## src/rtl/core/fpmdc_pkg.sv

```systemverilog
// Shared constants, opcodes, control structs and helpers for the 16.16 fixed-point unit
`timescale 1ns / 1ps
`default_nettype none

package fpmdc_pkg;

    localparam int FRAC_BITS = 16;
    localparam int WORD_W    = 32;
    localparam int QUO_W     = WORD_W + FRAC_BITS;
    localparam int MAG_W     = 2 * WORD_W;
    localparam int CNT_W     = $clog2(QUO_W);

    // single-precision float fields
    localparam int FLT_EXP_W  = 8;
    localparam int FLT_MANT_W = 23;
    localparam logic [FLT_EXP_W-1:0] FLT_EXP_SPECIAL = 8'hff;
    localparam logic [FLT_EXP_W-1:0] FLT_EXP_ZERO    = 8'h00;
    // shift = exp - 127 - 23 + FRAC_BITS
    localparam int CVT_BIAS      = 127 + FLT_MANT_W - FRAC_BITS;
    localparam int CVT_MAX_SHIFT = 40;
    localparam int CVT_MIN_SHIFT = -(FLT_MANT_W + 1);

    typedef enum logic [1:0] {
        OP_MUL  = 2'd0,
        OP_DIV  = 2'd1,
        OP_CVT  = 2'd2,
        OP_NONE = 2'd3
    } op_t;

    typedef struct packed {
        logic start;
        logic is_div;
    } fpmdc_cmd_t;

    typedef struct packed {
        logic busy;
        logic done;
    } fpmdc_stat_t;

    function automatic logic [WORD_W-1:0] mag32(input logic [WORD_W-1:0] v);
        return v[WORD_W-1] ? (~v + {{(WORD_W-1){1'b0}}, 1'b1}) : v;
    endfunction

endpackage

`default_nettype wire

```

## src/rtl/core/fpmdc_if.sv

```systemverilog
// Valid/ready channel interfaces for requests and results
`timescale 1ns / 1ps
`default_nettype none

interface fpmdc_req_if;
    logic        valid;
    logic        ready;
    logic [1:0]  req_type;
    logic signed [31:0] operand_a;
    logic signed [31:0] operand_b;

    modport source (output valid, output req_type, output operand_a, output operand_b,
                    input ready);
    modport sink   (input valid, input req_type, input operand_a, input operand_b,
                    output ready);
endinterface

interface fpmdc_rsp_if;
    logic        valid;
    logic        ready;
    logic signed [31:0] result;
    logic        overflow;
    logic        div_by_zero;

    modport source (output valid, output result, output overflow, output div_by_zero,
                    input ready);
    modport sink   (input valid, input result, input overflow, input div_by_zero,
                    output ready);
endinterface

`default_nettype wire

```

## src/rtl/core/fpmdc_iter_unit.sv

```systemverilog
// Shared add/subtract unit: shift-add multiply and restoring divide, one bit per cycle
`timescale 1ns / 1ps
`default_nettype none

module fpmdc_iter_unit (
    input  logic                           clk,
    input  logic                           rst_n,
    input  fpmdc_pkg::fpmdc_cmd_t          cmd,
    input  logic [fpmdc_pkg::WORD_W-1:0]   mag_a,
    input  logic [fpmdc_pkg::WORD_W-1:0]   mag_b,
    output fpmdc_pkg::fpmdc_stat_t         stat,
    output logic [fpmdc_pkg::MAG_W-1:0]    mag
);
    import fpmdc_pkg::*;

    logic             busy_reg;
    logic             done_reg;
    logic             is_div_reg;
    logic [CNT_W-1:0] cnt_reg;

    logic [WORD_W-1:0] rem_reg, rem_next;
    logic [QUO_W-1:0]  lo_reg, lo_next;
    logic [WORD_W-1:0] opd_reg;

    logic [WORD_W:0]   add_a, add_b;
    logic [WORD_W+1:0] sum;
    logic              q_bit;

    // one 34-bit adder serves both operations
    always_comb
    begin
        q_bit = 1'b0;
        if (is_div_reg)
        begin
            add_a    = {rem_reg, lo_reg[QUO_W-1]};
            add_b    = {1'b0, opd_reg};
            sum      = {1'b0, add_a} + {1'b1, ~add_b} + {{(WORD_W+1){1'b0}}, 1'b1};
            q_bit    = ~sum[WORD_W+1];
            rem_next = q_bit ? sum[WORD_W-1:0] : add_a[WORD_W-1:0];
            lo_next  = {lo_reg[QUO_W-2:0], q_bit};
        end
        else
        begin
            add_a    = {1'b0, rem_reg};
            add_b    = lo_reg[0] ? {1'b0, opd_reg} : '0;
            sum      = {1'b0, add_a} + {1'b0, add_b};
            rem_next = sum[WORD_W:1];
            lo_next  = {lo_reg[QUO_W-1:WORD_W], sum[0], lo_reg[WORD_W-1:1]};
        end
    end

    always_ff @(posedge clk or negedge rst_n)
    begin
        if (!rst_n)
        begin
            busy_reg   <= 1'b0;
            done_reg   <= 1'b0;
            is_div_reg <= 1'b0;
            cnt_reg    <= '0;
        end
        else
        begin
            done_reg <= 1'b0;
            if (cmd.start)
            begin
                busy_reg   <= 1'b1;
                is_div_reg <= cmd.is_div;
                cnt_reg    <= cmd.is_div ? CNT_W'(QUO_W - 1) : CNT_W'(WORD_W - 1);
            end
            else if (busy_reg)
            begin
                if (cnt_reg == '0)
                begin
                    busy_reg <= 1'b0;
                    done_reg <= 1'b1;
                end
                else
                begin
                    cnt_reg <= cnt_reg - 1'b1;
                end
            end
        end
    end

    always_ff @(posedge clk)
    begin
        if (cmd.start)
        begin
            rem_reg <= '0;
            opd_reg <= mag_b;
            lo_reg  <= cmd.is_div ? {mag_a, {FRAC_BITS{1'b0}}} : {{FRAC_BITS{1'b0}}, mag_a};
        end
        else if (busy_reg)
        begin
            rem_reg <= rem_next;
            lo_reg  <= lo_next;
        end
    end

    assign stat.busy = busy_reg;
    assign stat.done = done_reg;
    // divide: quotient; multiply: product shifted right by the fraction width
    assign mag = is_div_reg ? {{(MAG_W-QUO_W){1'b0}}, lo_reg}
                            : {{FRAC_BITS{1'b0}}, rem_reg, lo_reg[WORD_W-1:FRAC_BITS]};

endmodule

`default_nettype wire

```

## src/rtl/core/fixed_point_mul_div_convert.sv

```systemverilog
// Top level of the 16.16 fixed-point multiply / divide / float-convert unit.
// Multiply and nonzero divide: S_IDLE accepts, the shared unit iterates in S_RUN, S_FIN registers the result.
// Divide works out 48 quotient bits through the shared adder; a new item waits for S_IDLE and an idle unit.
// Convert, divide by zero, unused opcode: S_IDLE accepts, then S_FIN registers the result.
// The result register lets a new item in while the previous result waits to be taken.
// Reset (rst_n low, asynchronous) drops any item in flight and clears the result valid.
`timescale 1ns / 1ps
`default_nettype none

module fixed_point_mul_div_convert (
    input  logic       clk,
    input  logic       rst_n,
    fpmdc_req_if.sink  req,
    fpmdc_rsp_if.source rsp
);
    import fpmdc_pkg::*;

    typedef enum logic [1:0] {
        S_IDLE,
        S_RUN,
        S_FIN
    } state_t;

    localparam logic signed [9:0] SH_MAX  = 10'(CVT_MAX_SHIFT);
    localparam logic signed [9:0] SH_MIN  = 10'(CVT_MIN_SHIFT);
    localparam logic signed [9:0] SH_BIAS = 10'(CVT_BIAS);

    state_t            state_reg;
    op_t               op_reg;
    logic [WORD_W-1:0] a_reg;
    logic              neg_reg;
    logic              dz_reg;
    logic              out_valid_reg;
    logic [WORD_W-1:0] result_reg;
    logic              ovf_reg;
    logic              dz_out_reg;

    logic              accept;
    op_t               op_in;
    logic              b_zero;
    fpmdc_cmd_t        cmd;
    fpmdc_stat_t       stat;
    logic [MAG_W-1:0]  unit_mag;

    logic [FLT_EXP_W-1:0]  cvt_exp;
    logic [FLT_MANT_W:0]   cvt_mant;
    logic signed [9:0]     cvt_sh;
    logic [MAG_W-1:0]      cvt_mag;

    logic [MAG_W-1:0]  fin_mag;
    logic              fin_neg;
    logic              sgn_ovf;
    logic [WORD_W-1:0] sgn_res;
    logic [WORD_W-1:0] fin_res;
    logic              fin_ovf;
    logic              fin_dz;

    // take an item only while the sequencer is free
    assign req.ready = (state_reg == S_IDLE) && !stat.busy;
    assign accept    = req.valid && req.ready;
    assign op_in     = op_t'(req.req_type);
    assign b_zero    = (req.operand_b == '0);

    // multiply and nonzero divide go through the shared unit
    assign cmd.start  = accept && ((op_in == OP_MUL) || ((op_in == OP_DIV) && !b_zero));
    assign cmd.is_div = (op_in == OP_DIV);

    fpmdc_iter_unit u_iter (
        .clk   (clk),
        .rst_n (rst_n),
        .cmd   (cmd),
        .mag_a (mag32(req.operand_a)),
        .mag_b (mag32(req.operand_b)),
        .stat  (stat),
        .mag   (unit_mag)
    );

    // float to fixed: shift the mantissa with its hidden bit into place
    assign cvt_exp  = a_reg[WORD_W-2:FLT_MANT_W];
    assign cvt_mant = {1'b1, a_reg[FLT_MANT_W-1:0]};
    assign cvt_sh   = $signed({2'b00, cvt_exp}) - SH_BIAS;

    always_comb
    begin
        if (cvt_sh < 10'sd0)
            cvt_mag = {{(MAG_W-FLT_MANT_W-1){1'b0}}, cvt_mant >> 5'(-cvt_sh)};
        else
            cvt_mag = {{(MAG_W-FLT_MANT_W-1){1'b0}}, cvt_mant} << 6'(cvt_sh);
    end

    // apply sign, flag magnitudes outside the signed 32-bit range
    assign fin_mag = (op_reg == OP_CVT) ? cvt_mag : unit_mag;
    assign fin_neg = (op_reg == OP_CVT) ? a_reg[WORD_W-1] : neg_reg;
    assign sgn_ovf = fin_neg
        ? ((|fin_mag[MAG_W-1:WORD_W]) || (fin_mag[WORD_W-1] && (|fin_mag[WORD_W-2:0])))
        : (|fin_mag[MAG_W-1:WORD_W-1]);
    assign sgn_res = fin_neg ? (~fin_mag[WORD_W-1:0] + {{(WORD_W-1){1'b0}}, 1'b1})
                             : fin_mag[WORD_W-1:0];

    always_comb
    begin
        fin_res = '0;
        fin_ovf = 1'b0;
        fin_dz  = 1'b0;
        case (op_reg)
            OP_MUL:
            begin
                fin_res = sgn_res;
                fin_ovf = sgn_ovf;
            end
            OP_DIV:
            begin
                if (dz_reg)
                begin
                    fin_dz = 1'b1;
                end
                else
                begin
                    fin_res = sgn_res;
                    fin_ovf = sgn_ovf;
                end
            end
            OP_CVT:
            begin
                if (cvt_exp == FLT_EXP_SPECIAL)
                begin
                    // NaN or infinity
                    fin_ovf = 1'b1;
                end
                else if ((cvt_exp == FLT_EXP_ZERO) || (cvt_sh <= SH_MIN))
                begin
                    // zero, subnormal or too small: leave zero
                    fin_ovf = 1'b0;
                end
                else if (cvt_sh > SH_MAX)
                begin
                    // far out of range: overflow with a zero result
                    fin_ovf = 1'b1;
                end
                else
                begin
                    fin_res = sgn_res;
                    fin_ovf = sgn_ovf;
                end
            end
            default:
            begin
                fin_res = '0;
            end
        endcase
    end

    always_ff @(posedge clk or negedge rst_n)
    begin
        if (!rst_n)
        begin
            state_reg     <= S_IDLE;
            op_reg        <= OP_NONE;
            a_reg         <= '0;
            neg_reg       <= 1'b0;
            dz_reg        <= 1'b0;
            out_valid_reg <= 1'b0;
            result_reg    <= '0;
            ovf_reg       <= 1'b0;
            dz_out_reg    <= 1'b0;
        end
        else
        begin
            // drop the result once taken; in S_FIN the load below takes over
            if (out_valid_reg && rsp.ready && (state_reg != S_FIN))
                out_valid_reg <= 1'b0;

            case (state_reg)
                S_IDLE:
                begin
                    if (accept)
                    begin
                        op_reg  <= op_in;
                        a_reg   <= req.operand_a;
                        neg_reg <= req.operand_a[WORD_W-1] ^ req.operand_b[WORD_W-1];
                        dz_reg  <= b_zero;
                        state_reg <= cmd.start ? S_RUN : S_FIN;
                    end
                end
                S_RUN:
                begin
                    if (stat.done)
                        state_reg <= S_FIN;
                end
                S_FIN:
                begin
                    // hold until the result register is free
                    if (!out_valid_reg || rsp.ready)
                    begin
                        out_valid_reg <= 1'b1;
                        result_reg    <= fin_res;
                        ovf_reg       <= fin_ovf;
                        dz_out_reg    <= fin_dz;
                        state_reg     <= S_IDLE;
                    end
                    else
                    begin
                        out_valid_reg <= 1'b1;
                    end
                end
                default:
                begin
                    state_reg <= S_IDLE;
                end
            endcase
        end
    end

    assign rsp.valid       = out_valid_reg;
    assign rsp.result      = result_reg;
    assign rsp.overflow    = ovf_reg;
    assign rsp.div_by_zero = dz_out_reg;

endmodule

`default_nettype wire

```

## src/flat_wrapper.sv

```systemverilog
// flat-port wrapper written by rule: the top's interface ports become plain ports
module fixed_point_mul_div_convert_flat import fpmdc_pkg::*;
  (clk, rst_n, req_valid, req_req_type, req_operand_a, req_operand_b, req_ready, rsp_valid, rsp_result, rsp_overflow, rsp_div_by_zero, rsp_ready);
  fpmdc_req_if req_i ();
  fpmdc_rsp_if rsp_i ();
  input  logic clk;
  input  logic rst_n;
  input wire logic [$bits(req_i.valid)-1:0] req_valid;
  input wire logic [$bits(req_i.req_type)-1:0] req_req_type;
  input wire logic [$bits(req_i.operand_a)-1:0] req_operand_a;
  input wire logic [$bits(req_i.operand_b)-1:0] req_operand_b;
  output wire logic [$bits(req_i.ready)-1:0] req_ready;
  output wire logic [$bits(rsp_i.valid)-1:0] rsp_valid;
  output wire logic [$bits(rsp_i.result)-1:0] rsp_result;
  output wire logic [$bits(rsp_i.overflow)-1:0] rsp_overflow;
  output wire logic [$bits(rsp_i.div_by_zero)-1:0] rsp_div_by_zero;
  input wire logic [$bits(rsp_i.ready)-1:0] rsp_ready;
  assign req_i.valid = req_valid;
  assign req_i.req_type = req_req_type;
  assign req_i.operand_a = req_operand_a;
  assign req_i.operand_b = req_operand_b;
  assign req_ready = req_i.ready;
  assign rsp_valid = rsp_i.valid;
  assign rsp_result = rsp_i.result;
  assign rsp_overflow = rsp_i.overflow;
  assign rsp_div_by_zero = rsp_i.div_by_zero;
  assign rsp_i.ready = rsp_ready;
  fixed_point_mul_div_convert u_core (.clk(clk), .rst_n(rst_n), .req(req_i), .rsp(rsp_i));
endmodule
```

## config.mk

```make
export PLATFORM = sky130hd
export DESIGN_NAME = fixed_point_mul_div_convert_flat
export DESIGN_NICKNAME = d
export VERILOG_FILES = /design/src/rtl/core/fpmdc_pkg.sv /design/src/rtl/core/fpmdc_if.sv /design/src/rtl/core/fpmdc_iter_unit.sv /design/src/rtl/core/fixed_point_mul_div_convert.sv /design/src/flat_wrapper.sv
export SDC_FILE = /design/constraint.sdc
export NUM_CORES = 1
export LEC_CHECK = 0
export ABC_AREA = 1
export ABC_CLOCK_PERIOD_IN_PS = 5000
export BUFFER_PORTS_ARGS = -buffer_cell sky130_fd_sc_hd__buf_4
export CAP_MARGIN = 20
export CELL_PAD_IN_SITES_DETAIL_PLACEMENT = 1
export CELL_PAD_IN_SITES_GLOBAL_PLACEMENT = 2
export CORE_ASPECT_RATIO = 0.9
export CORE_MARGIN = 5
export CORE_UTILIZATION = 35
export DETAILED_ROUTE_END_ITERATION = 12
export PLACE_DENSITY_LB_ADDON = 0.1
export SLEW_MARGIN = 15
export SYNTH_ARGS = -nofsm -noshare
export SYNTH_HDL_FRONTEND = slang
export SYNTH_SLANG_ARGS = --single-unit
```

## constraint.sdc

```tcl
create_clock -name clk -period 5 [get_ports clk]
set_input_delay 0.75 -clock clk [delete_from_list [all_inputs] [get_ports clk]]
set_output_delay 0.75 -clock clk [all_outputs]
set_load 0.03 [all_outputs]
```

Word-level counts from Yosys, hierarchy flattened
Index checks and enable logic that the tools add are counted.
{"block": "op_classes", "addsub": 9, "mul": 0, "div": 0, "magnitude_cmp": 3, "eq_ne": 11, "shift": 2, "n_mux": 44, "bitwise_logic": 6, "reduce_logical": 31}
{"op": "32-bit two-way mux", "n": 9}
{"op": "48-bit two-way mux", "n": 5}
{"op": "64-bit two-way mux", "n": 2}
{"op": "32-bit by 1-bit adder with 32-bit output, second input constant", "n": 3}
{"op": "32-bit inverter", "n": 3}
{"op": "32-bit case mux with 3 select lines", "n": 1}
{"op": "24-bit by 6-bit << shifter with 64-bit output", "n": 1}
{"op": "33-bit by 34-bit adder with 34-bit output", "n": 1}
{"op": "34-bit by 1-bit adder with 34-bit output, second input constant", "n": 1}
{"op": "32-bit by 32-bit adder with 33-bit output", "n": 1}
{"op": "32-bit inverter with 33-bit output", "n": 1}
{"op": "33-bit OR reduction", "n": 1}
{"op": "32-bit zero test", "n": 1}
{"op": "32-bit OR reduction", "n": 1}
{"op": "31-bit two-way mux", "n": 1}
{"op": "31-bit OR reduction", "n": 1}
{"op": "6-bit two-way mux", "n": 4}
{"op": "24-bit by 5-bit right shift with 24-bit output", "n": 1}
{"op": "1-bit two-way mux", "n": 16}
{"op": "9-bit by 7-bit greater-than comparator with 1-bit output, second input constant", "n": 1}
{"op": "9-bit by 6-bit <= comparator with 1-bit output, second input constant", "n": 1}
{"op": "9-bit by 1-bit less-than comparator with 1-bit output, second input constant", "n": 1}
{"op": "8-bit by 8-bit subtractor with 9-bit output, second input constant", "n": 1}
{"op": "8-bit equality test, second input constant", "n": 1}
{"op": "other kinds (20)", "n": 47}
{"block": "word_totals", "regBits": 194, "latchBits": 0, "mem_bits_rw": 0, "rom_bits": 0, "input_bits": 70, "out_inout_bits": 36, "wordCells": 124, "mem_count": 0}

Depth between registers and ports, before layout
{"block": "logic_depth", "depth_word": 13, "depth_mapped": 27, "depth_no_buf": 25}

Modules after synthesis
A second synthesis with hierarchy kept.
{"block": "hier_totals", "hier_cells": 3325, "area_unflattened_um2": 20251.9}
{"module": "fpmdc_iter_unit", "n_inst": 1, "cells_each": 1777, "area_per_inst_um2": 11230.8, "seq_area_each_um2": 3268.1}
{"module": "fixed_point_mul_div_convert", "n_inst": 1, "cells_each": 1548, "area_per_inst_um2": 9021.2, "seq_area_each_um2": 1829.3}

Worst setup path before layout
Ideal clock, no wire load.
{"block": "synth_path", "path_type": "reg2reg", "startpoint": "register u_core.u_iter.busy_reg", "endpoint": "register u_core.u_iter.lo_reg[0] (enable)", "setup_time_ps": 409, "arrival_time_ps": 3226, "required_ps": 4591, "slack_ps": 1365, "stages_incl_launch_ff": 10, "path_buffers": 2, "period_less_slack_ps": 3635, "path_cell_list": "dfrtp_1 -> clkbuf_1 -> nor3_1 -> nand2_1 -> inv_2 -> nand2_1 -> nor2_2 -> nor2_1 -> inv_1 -> clkbuf_1"}
{"block": "synth_between", "elab_chain_len": 5}
{"item": "start, declared", "line_no": "fpmdc_iter_unit.sv:16", "rtl": "logic busy_reg;"}
{"item": "start signal, assigned", "line_no": "fpmdc_iter_unit.sv:56", "rtl": "busy_reg <= 1'b0;"}
{"item": "start signal, assigned", "line_no": "fpmdc_iter_unit.sv:66", "rtl": "busy_reg <= 1'b1;"}
{"item": "start signal, assigned", "line_no": "fpmdc_iter_unit.sv:74", "rtl": "busy_reg <= 1'b0;"}
{"item": "1-bit zero test", "line_no": "fixed_point_mul_div_convert.sv:59", "rtl": "assign req.ready = (state_reg == S_IDLE) && !stat.busy;"}
{"item": "1-bit logical AND", "line_no": "fixed_point_mul_div_convert.sv:59"}
{"item": "named net req_ready", "line_no": "flat_wrapper.sv:12", "rtl": "output wire logic [$bits(req_i.ready)-1:0] req_ready;"}
{"item": "1-bit logical AND", "line_no": "fixed_point_mul_div_convert.sv:60", "rtl": "assign accept = req.valid && req.ready;"}
{"item": "1-bit logical AND", "line_no": "fixed_point_mul_div_convert.sv:65", "rtl": "assign cmd.start = accept && ((op_in == OP_MUL) || ((op_in == OP_DIV) && !b_zero));"}
{"item": "2-bit nonzero test (no source line)"}
{"item": "end signal, assigned", "line_no": "fpmdc_iter_unit.sv:91", "rtl": "lo_reg <= cmd.is_div ? {mag_a, {FRAC_BITS{1'b0}}} : {{FRAC_BITS{1'b0}}, mag_a};"}
{"item": "end signal, assigned", "line_no": "fpmdc_iter_unit.sv:96", "rtl": "lo_reg <= lo_next;"}
{"item": "end, declared", "line_no": "fpmdc_iter_unit.sv:22", "rtl": "logic [QUO_W-1:0] lo_reg, lo_next;"}
The timed path passes the listed nets, and every way through them passes these cells.
A chain may end at the register's enable or synchronous reset.

Worst setup path after layout
{"block": "layout_path", "startpoint": "input req_operand_b[1]", "endpoint": "register u_core.u_iter.lo_reg[20] (data pin)"}
{"block": "layout_between", "elab_chain_len": 6}
{"item": "start, declared", "line_no": "flat_wrapper.sv:11", "rtl": "input wire logic [$bits(req_i.operand_b)-1:0] req_operand_b;"}
{"item": "32-bit zero test", "line_no": "fixed_point_mul_div_convert.sv:62", "rtl": "assign b_zero = (req.operand_b == '0);"}
{"item": "1-bit zero test", "line_no": "fixed_point_mul_div_convert.sv:65"}
{"item": "1-bit logical AND", "line_no": "fixed_point_mul_div_convert.sv:65"}
{"item": "1-bit logical OR", "line_no": "fixed_point_mul_div_convert.sv:65"}
{"item": "1-bit logical AND", "line_no": "fixed_point_mul_div_convert.sv:65"}
{"item": "48-bit two-way mux", "line_no": "fpmdc_iter_unit.sv:87", "rtl": "if (cmd.start)"}
Every way passes these cells.

==> summary.md <==
| Metric | Value |
|---|---|
| Outcome | completed |
| Routed len/inst | roughly 23 um |
| Clk pwr share | 44.4% |
| Area Growth Syn to Fin | 10.6% |
| Clock latency on the worst-skew pair | between 0.5 and 0.6 ns |
| Synth Register Bits | 194 |
| Syn Nets | around 3,000 |
| Crit path time final | 4.07 ns |
| Synthesized area | about 19,000 sq um |
| Synth Flop Type | edfxtp_1 |
| Drt first pass iters | 5 |
| Final Cell Area | around 21,000 sq um |
| Final Setup Violations | 0 |
| Post-synthesis async set-or-reset flop share | a little over two fifths |
| Diodes inserted | 0 |
| Final max-slew violation count | 0 |
| Die Y | 229 um |
| # IOs | between 100 and 150 |
| Final Total Pwr | roughly 0.0034 W |
| Clk root buf | clkbuf_16 |
| Synth Area in Simple Gates | 36.6% |
| EDFF count, synth | 80 |
| Final WL | around 85,000 um |
| Synth Area in Adders | 5.23% |
| Post_cts resized | 0 |
| Gr ovfl total | 0 |
| Clock Sinks | 194 |
| Int Pwr | 0.00240 W |
| Worst r2r src | u_core.a_reg[24] |
| Clk pin slew, worst setup/hold paths | 0.08 ns |
| Core Area | between 50,000 and 60,000 sq um |
| Pre-CTS setup slack | 0.375 ns |
| Setup TNS | 0 ns |
| Routed vias/inst | ~5.5 |
| Max rail drop VDD | 0.000278 V |
| H-tree Lvls | 4 |
| Largest net degree at the start of global routing | 67 |
| Gpl congestion | between 0.9 and 1 |
| Post-synthesis compound-gate area fraction | 16.7% |
| Hold-fix buffers at CTS | 0 |
| HP Class | in2async |
| DRT iter0 DRCs | 1,495 |
| Mux cell area share after synthesis | 0% |
| Max FFs per register | 48 |
| WS Path Type | in2reg |
| Maximum capacitance violations | 0 |
| PD cells | 162 nW/um^2 |
| CTS tree | built |
| CP max FO | 25 |
| Xor/xnor cell area share of the yosys netlist | 4.91% |
| First-pass GRT wire length | 129,000 um |
| DRC | 0 |
| Synth Warn # | 0 |
| Initial antenna violation count | 0 |
| Dpl cells | 3,659 |
| Slew headroom | 31.6% |
| Setup Buffers After CTS | 0 |
| Share of layout cells above drive strength 1 | 8.78% |
| Library cells used by synthesis | 60 |
| Count leader, synth | nand2_1 |
| Gate power share | between 6 and 7% |
| Reg2reg end | u_core.rsp.result[30] |
| RSZ-0062 raised after global routing | no |
| Tot GR Track Use | 28.8% |
| Area contributors post-synth | nand2_1, edfxtp_1, dfrtp_1 |
| Syn Area/Cell | 6.36 sq um |
| CP startpoint kind | input pin |
| Switching share of power | 28.6% |
| P_leak | 10.0 nW |
| Worst Tran Pin Value | 1.02 ns |
| Sw power | between 0.0009 and 0.001 W |
| Final HPWL DP | 69,000 um |
| Max clock buf depth | 2 |
| Final Hold Vio Count | 0 |
| Critical path arrival | between 4 and 5 ns |
| Synth top area share | ~17% |
| WP data required | about 5.3 ns |
| Post-route antenna net violation count | 0 |
| Post-placement cell area | 20,100 sq um |
| Die area | about 58,000 sq um |
| Port buffer count | 105 |
| Area leader, netlist | nand2_1 |
| Seq/Total Area, Yosys | 27.2% |
| Clock skew | ~0.016 ns |
| Detailed-route via count | around 20,000 |
| Floorplan row count | 80 |
| Nets@finish | 3,128 |
| Synth cell count leaders | nand2_1, nand3_1, inv_1 |
| Setup ws final | approximately 0.93 ns |
| Vias in the first global route | 21,000 |
| Setup crit end kind | flop |
| Mapped Cells | approximately 3,000 |
| Sequential share of power | 49.1% |
| Reg2reg setup slack | 0.98 ns |
| FF-to-FF path depth | 22 |
| Post-Layout Cell Count | 3,691 |
| Die X | 254 um |
| Largest family of logic cells by synthesized area | simple AND/OR/NAND/NOR gates |
| Starting Density | 35.3% |
| Fin crit share | 81.4% |
| Max frequency | 0.246 GHz |
| TritonCTS Buffers | 17 |
[power by group through the flow]
stage          Combinational (W)  Sequential (W)  Clock [W]
3_5_place_dp            0.000216         0.00169          0
3_3_place_gp            0.000214         0.00169          0
4_1_cts                 0.000218         0.00165    0.00153
5_1_grt                 0.000236         0.00165    0.00158
2_1_floorplan          0.0000838         0.00169          0
6_report                0.000219         0.00165    0.00149
[logic make-up (layout without fill, tap and decap cells)]
kind of cell,Yosys count,in the layout
xor+xnor,105,105
flops,194,194
simple gates,1578,1578
buf+inv,429,480
fa+ha+maj,77,77
compound gates,560,560
[metal layers]
layer  up-vias  global-route usage [%]  part of all wire (%)
li1       9887                       -                     -
met3       135                    3.81                   4.2
met4         0                    13.0                   4.9
met5         -                       0                     0
met1      9947                    37.1                    44
met2       458                    48.0                    47
[critical path, stage by stage]
cell,delay (ns)
buf_4,0.10
inv_1,0.08
ha_1,0.17
inv_1,0.07
nor4_2,0.49
nand3_1,0.17
nor3_1,0.45
nand2_1,0.18
nor2_1,0.52
nand3_1,0.14
nand2_1,0.14
nor2_4,0.09
nand2_1,0.27
inv_2,0.30
a221o_1,0.37
[cell type report]
cell class / count / area, sq um
Sequential cell: 194 / 5100
Multi-Input combinational cell: 2320 / 11900
Clock inverter: 15 / 183
Fill cell: 6939 / 32300
Tap cell: 697 / 872
Inverter: 311 / 1170
Clock buffer: 17 / 425
Timing Repair Buffer: 137 / 1030
[cell usage in the layout, fill, tap and decap left out, types with 71 or more instances in the layout]
master and count:
nand3_1 383, dfrtp_1 79, a21oi_1 165, nor2_1 220
edfxtp_1 80, xor2_1 71, o21ai_0 244, buf_4 137
ha_1 75, nand2_1 831, inv_1 293
[metrics by stage]
stage	util, %	hold slack [ns]
floorplan	-	0.453
global placement	37.9	0.469
detailed placement	37.9	0.477
CTS	39.1	0.260
global route	39.1	0.295
finish	39.1	0.259
[worst max path at each step]
stage | from | depth (start not counted) | endpoint
after detailed placement | req_operand_b[0] | 15 | u_core.u_iter.lo_reg[18]
after global placement | req_operand_b[0] | 15 | u_core.u_iter.lo_reg[18]
after floorplan | u_core.u_iter.busy_reg | 9 | u_core.u_iter.lo_reg[0]
after global routing | req_operand_b[0] | 16 | u_core.u_iter.lo_reg[33]
after CTS | req_operand_b[0] | 15 | u_core.u_iter.lo_reg[20]
final | req_operand_b[1] | 15 | u_core.u_iter.lo_reg[20]
Note: power is estimated with default switching activity, not from simulation.
